--- config.mk ---
export PLATFORM = sky130hd
export DESIGN_NAME = sync_key_hunter_core_flat
export DESIGN_NICKNAME = d
export VERILOG_FILES = /design/src/rtl/skh_pkg.sv /design/src/rtl/skh_in_if.sv /design/src/rtl/skh_out_if.sv /design/src/rtl/sync_key_hunter_core.sv /design/src/rtl/skh_hunter.sv /design/src/rtl/skh_emitter.sv /design/src/flat_wrapper.sv
export SDC_FILE = /design/constraint.sdc
export NUM_CORES = 1
export LEC_CHECK = 0
export ABC_CLOCK_PERIOD_IN_PS = 5670
export BUFFER_PORTS_ARGS = -buffer_cell sky130_fd_sc_hd__buf_4
export CORE_MARGIN = 1.5
export CORE_UTILIZATION = 59
export CTS_CLUSTER_SIZE = 24
export DETAILED_ROUTE_END_ITERATION = 12
export GPL_TIMING_DRIVEN = 1
export PLACE_DENSITY_LB_ADDON = 0.1
export SLEW_MARGIN = 20
export SYNTH_ARGS = -nofsm -noshare
export SYNTH_HDL_FRONTEND = slang
export SYNTH_SLANG_ARGS = --single-unit
--- constraint.sdc ---
create_clock -name i_clk -period 5.67 [get_ports i_clk]
set_input_delay 1.134 -clock i_clk [delete_from_list [all_inputs] [get_ports i_clk]]
set_output_delay 1.134 -clock i_clk [all_outputs]
set_load 0.03 [all_outputs]
--- src/rtl/skh_pkg.sv ---
package skh_pkg;

    localparam int CFG_DATA_W = 64;
    localparam int CFG_IDX_W  = 1;
    localparam int KEY_LEN_W  = 4;
    localparam int SKIP_W     = 32;

    localparam logic [CFG_IDX_W-1:0] CFG_SYNC_KEY     = 1'd0;
    localparam logic [CFG_IDX_W-1:0] CFG_SYNC_KEY_LEN = 1'd1;

    typedef enum logic [1:0] {
        OP_DATA  = 2'd0,
        OP_START = 2'd1,
        OP_STOP  = 2'd2
    } t_op;

    typedef struct packed {
        t_op        operation;
        logic [7:0] data_byte;
    } t_in_beat;

    typedef struct packed {
        logic [7:0]        out_byte;
        logic              is_key_replay;
        logic              last_of_run;
        logic [SKIP_W-1:0] skipped_bytes;
    } t_out_beat;

    // Outcome of one accepted input beat, handed from hunter to emitter
    typedef struct packed {
        logic                 pass;
        logic                 sync;
        logic [7:0]           data_byte;
        logic [SKIP_W-1:0]    skip;
        logic [KEY_LEN_W-1:0] len;
    } t_hunt_evt;

endpackage

--- src/rtl/skh_in_if.sv ---
interface skh_in_if;
    logic               valid;
    logic               ready;
    skh_pkg::t_in_beat  payload;

    modport source (output valid, output payload, input ready);
    modport sink   (input valid, input payload, output ready);
endinterface

--- src/rtl/skh_out_if.sv ---
interface skh_out_if;
    logic               valid;
    logic               ready;
    skh_pkg::t_out_beat payload;

    modport source (output valid, output payload, input ready);
    modport sink   (input valid, input payload, output ready);
endinterface

--- src/rtl/sync_key_hunter_core.sv ---
// Channel   Dir  Beat payload                                        Handshake
// i_in      in   operation, data_byte                                valid/ready
// o_out     out  out_byte, is_key_replay, last_of_run, skipped_bytes valid/ready
// i_cfg_*   in   index 0 sync_key, index 1 sync_key_length           write enable
//
// One input beat is taken per cycle unless a stall or replay holds it; its result sits in the
// output register the next cycle. A sync match replays sync_key_length key bytes (up to
// MAX_KEY_BYTES); the emitter's replay counter holds the input off until its last byte leaves.
// Reset is synchronous, active low, and clears the hunt state and both config registers.
// A stalled output holds its beat and the input; input is taken in the cycle a last beat leaves.
module sync_key_hunter_core #(
    parameter int MAX_KEY_BYTES = 8
) (
    input  logic                            i_clk,
    input  logic                            i_rst_n,
    skh_in_if.sink                          i_in,
    skh_out_if.source                       o_out,
    input  logic                            i_cfg_we,
    input  logic [skh_pkg::CFG_IDX_W-1:0]   i_cfg_idx,
    input  logic [skh_pkg::CFG_DATA_W-1:0]  i_cfg_data
);
    localparam int LEN_W = $clog2(MAX_KEY_BYTES + 1);
    localparam int KEY_W = 8 * MAX_KEY_BYTES;

    logic [KEY_W-1:0]              r_sync_key;
    logic [skh_pkg::KEY_LEN_W-1:0] r_sync_key_len;
    logic [LEN_W-1:0]              w_len;
    logic                          w_in_ready;
    logic                          w_fire;
    skh_pkg::t_hunt_evt            w_evt;

    always_ff @(posedge i_clk) begin
        if (!i_rst_n) begin
            r_sync_key     <= '0;
            r_sync_key_len <= '0;
        end else if (i_cfg_we) begin
            case (i_cfg_idx)
                skh_pkg::CFG_SYNC_KEY:     r_sync_key     <= i_cfg_data[KEY_W-1:0];
                skh_pkg::CFG_SYNC_KEY_LEN: r_sync_key_len <= i_cfg_data[skh_pkg::KEY_LEN_W-1:0];
                default: ;
            endcase
        end
    end

    // clamp an oversized length to the key store
    assign w_len = (r_sync_key_len > skh_pkg::KEY_LEN_W'(MAX_KEY_BYTES))
                 ? LEN_W'(MAX_KEY_BYTES) : r_sync_key_len[LEN_W-1:0];

    assign w_fire     = i_in.valid && w_in_ready;
    assign i_in.ready = w_in_ready;

    skh_hunter #(
        .MAX_KEY_BYTES (MAX_KEY_BYTES)
    ) u_hunter (
        .i_clk   (i_clk),
        .i_rst_n (i_rst_n),
        .i_fire  (w_fire),
        .i_beat  (i_in.payload),
        .i_key   (r_sync_key),
        .i_len   (w_len),
        .o_evt   (w_evt)
    );

    skh_emitter #(
        .MAX_KEY_BYTES (MAX_KEY_BYTES)
    ) u_emitter (
        .i_clk       (i_clk),
        .i_rst_n     (i_rst_n),
        .i_fire      (w_fire),
        .i_evt       (w_evt),
        .i_key       (r_sync_key),
        .i_out_ready (o_out.ready),
        .o_in_ready  (w_in_ready),
        .o_valid     (o_out.valid),
        .o_beat      (o_out.payload)
    );

endmodule

--- src/rtl/skh_hunter.sv ---
module skh_hunter #(
    parameter int MAX_KEY_BYTES = 8
) (
    input  logic                                   i_clk,
    input  logic                                   i_rst_n,
    input  logic                                   i_fire,
    input  skh_pkg::t_in_beat                      i_beat,
    input  logic [8*MAX_KEY_BYTES-1:0]             i_key,
    input  logic [$clog2(MAX_KEY_BYTES+1)-1:0]     i_len,
    output skh_pkg::t_hunt_evt                     o_evt
);
    localparam int LEN_W = $clog2(MAX_KEY_BYTES + 1);
    localparam int IDX_W = (MAX_KEY_BYTES > 1) ? $clog2(MAX_KEY_BYTES) : 1;

    logic                        r_enabled, n_enabled;
    logic                        r_hunting, n_hunting;
    logic [LEN_W-1:0]            r_ofs, n_ofs;
    logic [skh_pkg::SKIP_W-1:0]  r_skip, n_skip;

    logic [7:0]                  w_key_byte;
    logic [LEN_W-1:0]            w_next_ofs;
    logic [skh_pkg::SKIP_W-1:0]  w_skip_inc;
    logic [skh_pkg::SKIP_W-1:0]  w_skip_sync;

    // The stored offset always stays below MAX_KEY_BYTES, so it indexes the key directly
    assign w_key_byte  = i_key[r_ofs[IDX_W-1:0]*8 +: 8];
    assign w_next_ofs  = (i_beat.data_byte == w_key_byte) ? LEN_W'(r_ofs + 1'b1) : '0;
    assign w_skip_inc  = r_skip + skh_pkg::SKIP_W'(1);
    assign w_skip_sync = w_skip_inc - skh_pkg::SKIP_W'(i_len);

    always_comb begin
        n_enabled       = r_enabled;
        n_hunting       = r_hunting;
        n_ofs           = r_ofs;
        n_skip          = r_skip;
        o_evt           = '0;
        o_evt.data_byte = i_beat.data_byte;
        o_evt.skip      = w_skip_sync;
        o_evt.len       = skh_pkg::KEY_LEN_W'(i_len);
        if (i_fire) begin
            case (i_beat.operation)
                skh_pkg::OP_START: begin
                    if (!r_enabled) begin
                        n_enabled = 1'b1;
                        n_hunting = (i_len != '0);
                        if (i_len != '0) begin
                            n_ofs  = '0;
                            n_skip = '0;
                        end
                    end
                end
                skh_pkg::OP_STOP: begin
                    n_enabled = 1'b0;
                    n_hunting = 1'b0;
                end
                skh_pkg::OP_DATA: begin
                    if (r_enabled) begin
                        if (r_hunting && (i_len == '0)) begin
                            // length cleared mid-hunt: drop out and pass this byte
                            n_hunting  = 1'b0;
                            n_ofs      = '0;
                            o_evt.pass = 1'b1;
                        end else if (r_hunting) begin
                            n_skip = w_skip_inc;
                            n_ofs  = w_next_ofs;
                            if (w_next_ofs >= i_len) begin
                                n_skip     = w_skip_sync;
                                n_hunting  = 1'b0;
                                n_ofs      = '0;
                                o_evt.sync = 1'b1;
                            end
                        end else begin
                            o_evt.pass = 1'b1;
                        end
                    end
                end
                default: ;
            endcase
        end
    end

    always_ff @(posedge i_clk) begin
        if (!i_rst_n) begin
            r_enabled <= 1'b0;
            r_hunting <= 1'b0;
            r_ofs     <= '0;
            r_skip    <= '0;
        end else begin
            r_enabled <= n_enabled;
            r_hunting <= n_hunting;
            r_ofs     <= n_ofs;
            r_skip    <= n_skip;
        end
    end

endmodule

--- src/rtl/skh_emitter.sv ---
module skh_emitter #(
    parameter int MAX_KEY_BYTES = 8
) (
    input  logic                        i_clk,
    input  logic                        i_rst_n,
    input  logic                        i_fire,
    input  skh_pkg::t_hunt_evt          i_evt,
    input  logic [8*MAX_KEY_BYTES-1:0]  i_key,
    input  logic                        i_out_ready,
    output logic                        o_in_ready,
    output logic                        o_valid,
    output skh_pkg::t_out_beat          o_beat
);
    localparam int LEN_W = $clog2(MAX_KEY_BYTES + 1);
    localparam int IDX_W = (MAX_KEY_BYTES > 1) ? $clog2(MAX_KEY_BYTES) : 1;

    logic                r_valid, n_valid;
    skh_pkg::t_out_beat  r_beat, n_beat;
    logic [LEN_W-1:0]    r_idx, n_idx;
    logic [LEN_W-1:0]    r_len, n_len;
    logic                w_take;
    logic [LEN_W-1:0]    w_evt_len;

    assign w_take     = r_valid && i_out_ready;
    assign w_evt_len  = i_evt.len[LEN_W-1:0];
    // Take a new beat when nothing is held, or when the held one is the last of its run and leaves now
    assign o_in_ready = !r_valid || (i_out_ready && r_beat.last_of_run);

    always_comb begin
        n_valid = r_valid;
        n_beat  = r_beat;
        n_idx   = r_idx;
        n_len   = r_len;
        if (w_take) begin
            if (r_beat.last_of_run) begin
                n_valid = 1'b0;
            end else begin
                // advance the key replay by one byte
                n_beat.out_byte    = i_key[r_idx[IDX_W-1:0]*8 +: 8];
                n_beat.last_of_run = (LEN_W'(r_idx + 1'b1) == r_len);
                n_idx              = LEN_W'(r_idx + 1'b1);
            end
        end
        if (i_fire && (i_evt.pass || i_evt.sync)) begin
            n_valid              = 1'b1;
            n_beat.out_byte      = i_evt.pass ? i_evt.data_byte : i_key[7:0];
            n_beat.is_key_replay = i_evt.sync;
            n_beat.last_of_run   = i_evt.pass || (w_evt_len == LEN_W'(1));
            n_beat.skipped_bytes = i_evt.pass ? '0 : i_evt.skip;
            n_idx                = LEN_W'(1);
            n_len                = w_evt_len;
        end
    end

    always_ff @(posedge i_clk) begin
        if (!i_rst_n) begin
            r_valid <= 1'b0;
        end else begin
            r_valid <= n_valid;
        end
        r_beat <= n_beat;
        r_idx  <= n_idx;
        r_len  <= n_len;
    end

    assign o_valid = r_valid;
    assign o_beat  = r_beat;

endmodule

--- src/flat_wrapper.sv ---
// flat-port wrapper written by rule: the top's interface ports become plain ports
module sync_key_hunter_core_flat 
#(
    parameter int MAX_KEY_BYTES = 8
)
  (i_clk, i_rst_n, i_cfg_we, i_cfg_idx, i_cfg_data, i_in_valid, i_in_payload, i_in_ready, o_out_valid, o_out_payload, o_out_ready);
  skh_in_if i_in_i ();
  skh_out_if o_out_i ();
  input  logic i_clk;
  input  logic i_rst_n;
  input  logic i_cfg_we;
  input  logic [skh_pkg::CFG_IDX_W-1:0] i_cfg_idx;
  input  logic [skh_pkg::CFG_DATA_W-1:0] i_cfg_data;
  input wire logic [$bits(i_in_i.valid)-1:0] i_in_valid;
  input wire logic [$bits(i_in_i.payload)-1:0] i_in_payload;
  output wire logic [$bits(i_in_i.ready)-1:0] i_in_ready;
  output wire logic [$bits(o_out_i.valid)-1:0] o_out_valid;
  output wire logic [$bits(o_out_i.payload)-1:0] o_out_payload;
  input wire logic [$bits(o_out_i.ready)-1:0] o_out_ready;
  assign i_in_i.valid = i_in_valid;
  assign i_in_i.payload = i_in_payload;
  assign i_in_ready = i_in_i.ready;
  assign o_out_valid = o_out_i.valid;
  assign o_out_payload = o_out_i.payload;
  assign o_out_i.ready = o_out_ready;
  sync_key_hunter_core #(.MAX_KEY_BYTES(MAX_KEY_BYTES)) u_core (.i_clk(i_clk), .i_rst_n(i_rst_n), .i_in(i_in_i), .o_out(o_out_i), .i_cfg_we(i_cfg_we), .i_cfg_idx(i_cfg_idx), .i_cfg_data(i_cfg_data));
endmodule
## After elaboration in Yosys (flattened, before gate mapping)

Cells that the tools add are included.

- Output and inout port bits: 44
- Word-level logic and storage cells: 102
- Bits of input ports: 80
- Bits in registers: 157

- Shift-type cells: 2
- Order comparisons: 2
- Multiplexer cells: 41
- Equality and inequality tests: 12
- Add/sub/neg operators: 4
- Bitwise logic cells: 2
- Reduce and logical (&&, ||, !) cells: 26

Operators by type and width:

| cell | number |
|---|---|
| $mux 32 | 7 |
| $shiftx 64x7->8 | 2 |
| $pmux 32 s2 | 1 |
| $mux 42 | 1 |
| $add 32x1->32 const B | 1 |
| $mux 4 | 8 |
| $sub 32x4->32 | 1 |
| $mux 8 | 3 |
| $mux 1 | 15 |
| $reduce_and 2->1 | 6 |
| $ne 2x2->1 const B | 5 |
| $add 4x1->4 const B | 2 |
| $eq 8x8->1 | 1 |
| $pmux 4 s2 | 1 |
| $reduce_bool 2->1 | 4 |
| $reduce_and 7->1 | 1 |
| $mux 2 | 3 |
| $reduce_and 6->1 | 1 |
| $logic_and 1x1->1 | 5 |
| $eq 4x1->1 const B | 1 |
| $eq 4x4->1 | 1 |
| $ge 4x4->1 | 1 |
| $gt 4x4->1 const B | 1 |
| $logic_not 4->1 | 1 |
| other kinds (13) | 16 |

## Depth between registers and ports, before layout

Gate-level depths: netlist (run 1).

- Depth in word-level cells: 14
- Mapped depth: 18
- Depth with buffers taken out: 15

## By module

From an unflattened synthesis (run 1), not the netlist that was laid out.

- Cell total of the unflattened synthesis: 1131
- Area, all modules: 10296.1 um^2

By module, submodules not included:

| module | cells an instance | seq. area each (um^2) | times used | area each (um^2) |
|---|---|---|---|---|
| skh_hunter | 627 | 760.7 | 1 | 4813.4 |
| sync_key_hunter_core | 298 | 1361.3 | 1 | 2844.0 |
| skh_emitter | 206 | 1481.4 | 1 | 2638.8 |

## Least setup slack after synthesis (run 1)

OpenSTA, ideal clock, no wires.

- Path kind: reg-to-reg
- Start point: register u_core.u_hunter.r_ofs[1]
- End point: register u_core.u_emitter.r_beat, in the netlist u_core.u_emitter.o_beat[0], enable pin
- Slack: 897 ps
- Cell stages (with the launch flop): 18
- Data arrival time: 4379 ps
- Setup time: 394 ps
- Buffers on the path: 4
- Data required time: 5276 ps
- Period minus slack after synthesis: 4773 ps
- Cells stage by stage: dfxtp_1 > clkbuf_1 > clkbuf_1 > mux4_2 > mux2i_1 > xnor2_1 > nor4_1 > nand2_1 > or2_2 > ha_1 > nand2b_1 > a21oi_1 > o21a_1 > clkbuf_1 > nor3_1 > clkbuf_1 > nor2_1 > inv_1

- Word-level cells in the longest chain between the ends: 12
- Elaborated cells on any way between the ends: 13
- Classes of those cells: add/sub: 1; order compare: 1; eq/ne: 1; shift: 1; mux: 7; reduce/logical: 2

RTL lines:

| element | line | source |
|---|---|---|
| start: declaration | skh_hunter.sv:17 | `logic [LEN_W-1:0] r_ofs, n_ofs;` |
| start signal: assignment | skh_hunter.sv:91 | `r_ofs <= n_ofs;` |
| $shiftx 64x7->8 | skh_hunter.sv:26 | `assign w_key_byte = i_key[r_ofs[IDX_W-1:0]*8 +: 8];` |
| $eq 8x8->1 | skh_hunter.sv:27 | `assign w_next_ofs = (i_beat.data_byte == w_key_byte) ? LEN_W'(r_ofs + 1'b1) : '0;` |
| $mux 4 * | skh_hunter.sv:27 |  |
| $ge 4x4->1 * | skh_hunter.sv:66 | `if (w_next_ofs >= i_len) begin` |
| $mux 1 * | skh_hunter.sv:66 |  |
| $mux 1 * | skh_hunter.sv:63 | `end else if (r_hunting) begin` |
| $mux 1 * | skh_hunter.sv:58 | `if (r_hunting && (i_len == '0)) begin` |
| $mux 2 * | skh_hunter.sv:57 | `if (r_enabled) begin` |
| $mux 2 * | skh_hunter.sv:41 | `case (i_beat.operation)` |
| $mux 2 * | skh_hunter.sv:40 | `if (i_fire) begin` |
| $logic_or 1x1->1 * | skh_emitter.sv:44 | `if (i_fire && (i_evt.pass \|\| i_evt.sync)) begin` |
| $logic_and 1x1->1 * | skh_emitter.sv:44 |  |
| end signal: assignment | skh_emitter.sv:61 | `r_beat <= n_beat;` |
| end: declaration | skh_emitter.sv:18 | `skh_pkg::t_out_beat r_beat, n_beat;` |

Mark *: on every way between the ends. The rest lies on a longest branch, timed or not.
A chain may end at the register's enable or synchronous reset.

## Worst setup path after layout (run 1)

- Start point: register u_core.u_hunter.r_ofs[0]
- End point: register u_core.u_hunter.r_skip[6] (netlist name)

- Word-level cells in the longest chain between the ends: 9
- Elaborated cells on any way between the ends: 10
- Classes of those cells: add/sub: 1; order compare: 1; eq/ne: 1; shift: 1; mux: 6

RTL lines:

| element | line | source |
|---|---|---|
| $shiftx 64x7->8 | skh_hunter.sv:26 |  |
| $eq 8x8->1 | skh_hunter.sv:27 |  |
| $mux 4 * | skh_hunter.sv:27 |  |
| $ge 4x4->1 * | skh_hunter.sv:66 |  |
| $mux 32 * | skh_hunter.sv:66 |  |
| $mux 32 * | skh_hunter.sv:63 |  |
| $mux 32 * | skh_hunter.sv:58 |  |
| $mux 32 * | skh_hunter.sv:57 |  |
| $pmux 32 s2 * | skh_hunter.sv:41 |  |
| end signal: assignment | skh_hunter.sv:92 | `r_skip <= n_skip;` |
| end: declaration | skh_hunter.sv:18 | `logic [skh_pkg::SKIP_W-1:0] r_skip, n_skip;` |

Mark *: on every way between the ends. The rest lies on a longest branch, timed or not. The select of a mux whose other input is x is not followed.

==> flow_summary.yaml, run 1 <==
outcome:
  status: "finished, final reports clean"
power_and_ir_drop:
  peakVddDrop_mv: 0.240
  power_density_nw_per_um2: 252
  leakage_nw: 4.09
  total_power_mw: 2.78
setup_path:
  startpoint: "u_core.u_hunter.r_ofs[0]$_SDFFE_PN0P_"
  crit_chain: "mux4_2 -> mux2i_1 -> xnor2_1 -> nor4_1 -> nand2_1 -> or2_2 -> ha_1 -> nand2b_1 -> a21oi_1 -> o21ai_1 -> buf_4 -> a21oi_1 -> o32ai_1 -> nor2_1 -> o21ai_0 -> a21oi_1"
  worst-path-max-fanout: 21
  rr_endpoint: "u_core.u_hunter.r_skip[6]$_SDFFE_PN0P_"
  critPathLaunchType: "flip-flop"
  r2r_slack_ns: 1.13
  endpoint: "u_core.u_hunter.r_skip[6]$_SDFFE_PN0P_"
  ff2ff_path_depth: 16
  cp_common_cell: "a21oi_1"
  slowest_delay_ns: 0.72
  worst-setup-path-type: "flip-flop to flip-flop"
  critPathArrivalTime_ns: 4.82
  r2r_start: "u_core.u_hunter.r_ofs[0]$_SDFFE_PN0P_"
  critPathCaptureType: "flip-flop"
  worstPathRequired_ns: 5.95
  cp_slowest_cell: "dfxtp_2"
place:
  io_buffer_count: 123
  gp_congestion: 0.980
  hpwl_microns: 17600
finish:
  final_nets: 1258
  drive_gt1_share_pct: 20.1
  nFillCells: 1305
  area_growth_pct: 16.4
  diodes: 0
timing:
  final.setup.tns_ns: 0
  fin_crit_sh_pct: 80.0
  fmax_mhz: 220
  setup_viol: 0
  rsz0062_at_grt: "no"
  tightestPinTransition_ns: 0.929
  finalMaxSlewViolations: 0
  relSlewSlack_pct: 36.5
  hold_viol_final: 0
  fin_crit_ns: 4.54
  skew_ns: 0.0134
synthesis:
  yosysTopAreaCell: "dfxtp_1"
  syn_nets: 1182
  ys_ff_latch: 157
  synth_edf_count: 46
  synth_area_leaders: "dfxtp_1, edfxtp_1, nand2_1, mux4_2, xnor2_1"
  yosys_warnings: 0
  synth.most_common_cell: "nand2_1"
  synthFlopType: "dfxtp_1"
  synthArstFlopShare_pct: 0
  avgSynthCellArea_sq_um: 8.73
  syn_inst: 1086
  yosysUniqueCellTypes: 71
  syn_area_sq_um: 9480
  synth_common_cells: "nand2_1, dfxtp_1, a21oi_1, nor2_1, xnor2_1"
  synth_top_area_share_pct: 23.4
  seq_area_frac_synth_pct: 38.0
grt:
  grt_pass1_wl_microns: 40100
  grt-ovfl-total: 0
  grt_pass1_vias: 7607
  antenna_found_initial: 0
  grt_max_degree: 81
  track_usage_pct: 31.0
clocking:
  cts-root-buf: "clkbuf_16"
  clk_pin_slew_worst_paths_ns: 0.07
  cts_buffers: 17
  post_cts_buffers: 0
  cts_resized: 0
  cts_buffer_depth: 2
  cts_max_level: 4
  clk_latency_ns: 0.43
  cts_tree: "done"
  hold_buffers: 0
  clock_sinks: 157
routing:
  wl_per_cell_microns: 18.1
  dr.pass1.iters: 7
  avgViaCountPerCell: 6.06
  drt.antenna.violating_nets: 0
  wl_microns: 25200
  first_iter_violations: 846
  drc: 0
  vias: 8434
floorplanning:
  dieArea_sq_um: 16800
  die_w_microns: 130
  die_h_microns: 130
  initial_core_util_pct: 60.1
  pin_count: 124
  rows: 46
  core-area_sq_um: 15800
worst_hold_path:
  hold_class: "flip-flop to flip-flop"
flow_run:
  cap_violations: 0
[cell families (layout without fill, tap and decap cells)]
logic type | count (synthesis) | after routing | share of synthesized area (%)
buf+inv | 101 | 190 | 4.50
compound gates | 214 | 214 | 13.7
mux | 53 | 53 | 9.83
simple gates | 452 | 452 | 23.1
fa+ha+maj | 16 | 16 | 2.19
flops | 157 | 157 | 38.0
xor+xnor | 93 | 93 | 8.59
[worst min-delay path by stage]
stage | start | slack [ns] | cells after the start | to
finish | u_core.r_sync_key[32]$_SDFFE_PN0P_ | 0.47 | 2 | u_core.r_sync_key[32]$_SDFFE_PN0P_
global route | u_core.r_sync_key[32]$_SDFFE_PN0P_ | 0.49 | 2 | u_core.r_sync_key[32]$_SDFFE_PN0P_
CTS | u_core.r_sync_key[32]$_SDFFE_PN0P_ | 0.47 | 2 | u_core.r_sync_key[32]$_SDFFE_PN0P_
detailed placement | u_core.r_sync_key[32]$_SDFFE_PN0P_ | 0.46 | 2 | u_core.r_sync_key[32]$_SDFFE_PN0P_
global placement | u_core.u_hunter.r_ofs[3]$_SDFFE_PN0P_ | 0.45 | 1 | u_core.u_hunter.r_ofs[3]$_SDFFE_PN0P_
floorplan | u_core.u_hunter.r_ofs[3]$_SDFFE_PN0P_ | 0.44 | 1 | u_core.u_hunter.r_ofs[3]$_SDFFE_PN0P_
[registers in the layout (all words and copies together) (netlist names)]
register	count
u_core.r_sync_key	64
u_core.r_sync_key_len	4
u_core.u_emitter.o_beat	42
u_core.u_emitter.o_valid	1
u_core.u_emitter.r_idx	4
u_core.u_emitter.r_len	4
u_core.u_hunter.r_enabled	1
u_core.u_hunter.r_hunting	1
u_core.u_hunter.r_ofs	4
u_core.u_hunter.r_skip	32
[metal layers]
metal,global-route usage [%],vias up,share of wire [%]
met4,8.50,0,1.5
met1,46.0,3956,45
met3,6.64,38,9.1
met2,46.0,430,44
li1,-,4010,-
met5,0,-,0
[layout make-up]
type / count / area [sq um] / share of cell area, %
Clock buffer: 20 / 468 / 4.24
Tap cell: 216 / 270 / 2.45
Clock inverter: 12 / 115 / 1.04
Sequential cell: 157 / 3600 / 32.7
Timing Repair Buffer: 136 / 1020 / 9.25
Inverter: 22 / 82.6 / 0.748
Multi-Input combinational cell: 828 / 5480 / 49.6
[critical path: cells and delay by family, from the launching register on]
kind / cells / cell delay [ns]
AOI/OAI and AO/OA: 6 / 1.16
xor gates and xnor gates: 1 / 0.10
adders and majority gates: 1 / 0.27
buffers and inverters: 1 / 0.35
DFF: 1 / 0.72
muxes: 2 / 0.78
and+or+nand+nor: 5 / 0.98
[through the flow]
stage | hold slack (ns) | util, % | area [sq um] | cells | setup slack [ns]
finish | 0.473 | 70.0 | 11000 | 1391 | 1.13
floorplan | 0.441 | - | 9480 | 1086 | 0.897
detailed placement | 0.464 | 66.3 | 10500 | 1359 | 0.751
CTS | 0.471 | 70.0 | 11000 | 1391 | 0.717
global route | 0.493 | 70.0 | 11000 | 1391 | 0.748
global placement | 0.453 | 66.3 | 10500 | 1359 | 0.884
[power breakdown]
part           switching, mW  internal [mW]  leakage (nW)  total, mW
Clock                  0.524          0.621         0.290       1.14
Sequential            0.0407           1.19          1.33       1.23
Combinational          0.214          0.188          2.47      0.402
[placed cells by master (no fill, tap or decap), types with 4 or more instances in the layout]
master / count
nand2_1: 200
buf_4: 136
dfxtp_1: 110
a21oi_1: 105
nor2_1: 88
xnor2_1: 66
edfxtp_1: 46
nand3_1: 36
o21ai_0: 35
mux4_2: 32
xor2_1: 27
nor3_1: 26
inv_1: 21
mux2i_1: 20
clkbuf_16: 18
ha_1: 15
nand4_1: 13
a31oi_1: 12
nor4_1: 11
or3_1: 11
and4_1: 9
and3_1: 9
or4_1: 7
o31ai_1: 7
and2_1: 6
o21ai_1: 6
inv_6: 6
nand2b_1: 5
or2_2: 5
o21a_1: 4
nand4_2: 4
a22oi_1: 4
inv_8: 4
(Power assumes the default switching activity.)
==> inputs of run 2 (changes only) <==
- ABC_CLOCK_PERIOD_IN_PS: 5670 -> 3700
- CORE_UTILIZATION: 59 -> 53
- clock period: 5.67 -> 3.7 ns (I/O delays scaled with it)
==> flow_summary.yaml, run 2 (synthesis gave the netlist of run 1 again) <==
timing:
  setup_viol: 65
  finalMaxSlewViolations: 0
  rsz0062_at_grt: "yes"
  skew_ns: 0.00845
  fmax_mhz: 259
  layout_setup_ws_ns: -0.155
  hold_slack_ns: 0.475
  final.setup.tns_ns: -6.94
  fin_crit_sh_pct: 104
  fin_crit_ns: 3.85
  hold_viol_final: 0
  relSlewSlack_pct: 42.2
  tightestPinTransition_ns: 0.866
floorplanning:
  dieArea_sq_um: 18700
  initial_core_util_pct: 54.4
  die_w_microns: 137
  rows: 48
  die_h_microns: 137
  core-area_sq_um: 17400
  pin_count: 124
outcome:
  violations: "setup timing"
  status: "finished with violations"
setup_path:
  cp_slowest_cell: "mux4_2"
  crit_cells: 17
  worst-setup-path-type: "flip-flop to flip-flop"
  worst-path-max-fanout: 6
  ff2ff_path_depth: 17
  cp_common_cell: "buf_12"
  critPathArrivalTime_ns: 4.00
  critPathCaptureType: "flip-flop"
  crit_chain: "buf_12 -> mux4_2 -> mux2i_1 -> xnor2_1 -> nor4_1 -> nand2_1 -> or2_4 -> ha_4 -> nand2b_4 -> a21oi_4 -> o21a_1 -> nor3_4 -> buf_12 -> nor2_4 -> clkinvlp_4 -> buf_6 -> clkbuf_16"
  cpLargestDelayFamily: "simple AND/OR/NAND/NOR gates"
  cp.buffers_inverters: 5
  critPathLaunchType: "flip-flop"
  slowest_delay_ns: 0.52
  worstPathRequired_ns: 3.85
clocking:
  cts-root-buf: "clkbuf_16"
  hold_buffers: 0
  cts_tree: "done"
  clk_pin_slew_worst_paths_ns: 0.06
  cts_buffer_depth: 2
  cts_buffers: 17
  clk_latency_ns: 0.44
  clock_sinks: 157
  cts_max_level: 4
finish:
  final-seq-area_sq_um: 3610
  area_growth_pct: 26.8
  largest_reg_flops: 64
  nFillCells: 1357
  multi_input_area_sq_um: 5700
  final_common_cell: "nand2_1"
  drive_gt1_share_pct: 27.1
  final_cell_mix: "nand2_1, buf_4, dfxtp_1"
  final_nets: 1327
  post-route-util_pct: 69.0
  regMostFlops: "u_core.r_sync_key"
  diodes: 0
flow_run:
  cap_violations: 0
worst_hold_path:
  holdPathStages: 2
  hold_class: "flip-flop to flip-flop"
power_and_ir_drop:
  leakage_nw: 4.55
  peakVddDrop_mv: 0.372
  total_power_mw: 4.37
  power_density_nw_per_um2: 364
routing:
  drt.antenna.violating_nets: 0
  drc: 0
  dr.pass1.iters: 5
  wl_per_cell_microns: 18.5
  vias: 8757
  first_iter_violations: 867
  avgViaCountPerCell: 5.97
  wl_microns: 27100
grt:
  antenna_found_initial: 0
  grt_pass1_wl_microns: 41400
  track_usage_pct: 28.7
  grt_pass1_vias: 7819
  grt-ovfl-total: 0
  grt_max_degree: 72
place:
  gp_congestion: 0.914
  io_buffer_count: 123
  hpwl_microns: 18800
  preCtsSetupSlack_ns: -0.338
run 2: report_power, final:
| group | total, mW | internal, mW | switching, mW |
|---|---|---|---|
| Sequential | 1.88 | 1.83 | 0.0499 |
| Clock | 1.79 | 1.02 | 0.770 |
| Combinational | 0.707 | 0.342 | 0.365 |
| Total | 4.37 | 3.18 | 1.18 |
run 2: worst paths after layout:
| path | from | slack [ns] | to |
|---|---|---|---|
| setup reg to reg | u_core.u_hunter.r_ofs[0]$_SDFFE_PN0P_ | -0.15 | u_core.u_emitter.r_len[0]$_DFFE_PP_ |
| hold / removal | u_core.u_hunter.r_skip[31]$_SDFFE_PN0P_ | 0.48 | u_core.u_hunter.r_skip[31]$_SDFFE_PN0P_ |
| hold reg to reg | u_core.u_hunter.r_skip[31]$_SDFFE_PN0P_ | 0.48 | u_core.u_hunter.r_skip[31]$_SDFFE_PN0P_ |
| setup / recovery | u_core.u_hunter.r_ofs[0]$_SDFFE_PN0P_ | -0.15 | u_core.u_emitter.r_len[0]$_DFFE_PP_ |
run 2: what timing repair did:
action	in CTS	in global routing
gates cloned	0	5
setup endpoints to repair	93	97
pin swaps	0	18
buffers inserted	3	9
gates resized for setup	10	44
run 2: layout make-up:
type	count	share of cell area, %
multi-input cells	828	47.4
flip-flops and latches	157	30.0
repair buffers	205	14.5
clock buffers	21	4.28
well taps	225	2.34
clock inverters	10	0.739
inverters	22	0.718
run 2: per-stage QoR:
step | instance area, sq um | cells
floorplan | 9580 | 1086
global placement | 11000 | 1422
detailed placement | 11000 | 1422
CTS | 11700 | 1456
global route | 12000 | 1468
finish | 12000 | 1468
run 2: metal layers:
| metal | vias up | track usage (%) | part of all wire [%] |
|---|---|---|---|
| met5 | - | 0 | 0 |
| met4 | 0 | 6.50 | 1.5 |
| met3 | 45 | 5.78 | 8.7 |
| met2 | 413 | 42.2 | 43 |
| met1 | 4149 | 43.1 | 47 |
| li1 | 4150 | - | - |
run 2: tightest hold or removal path, delay by kind of cell (launching register included):
kind,cells,cell delay (ns)
flops,1,0.32
simple gates,1,0.06
compound gates,1,0.05
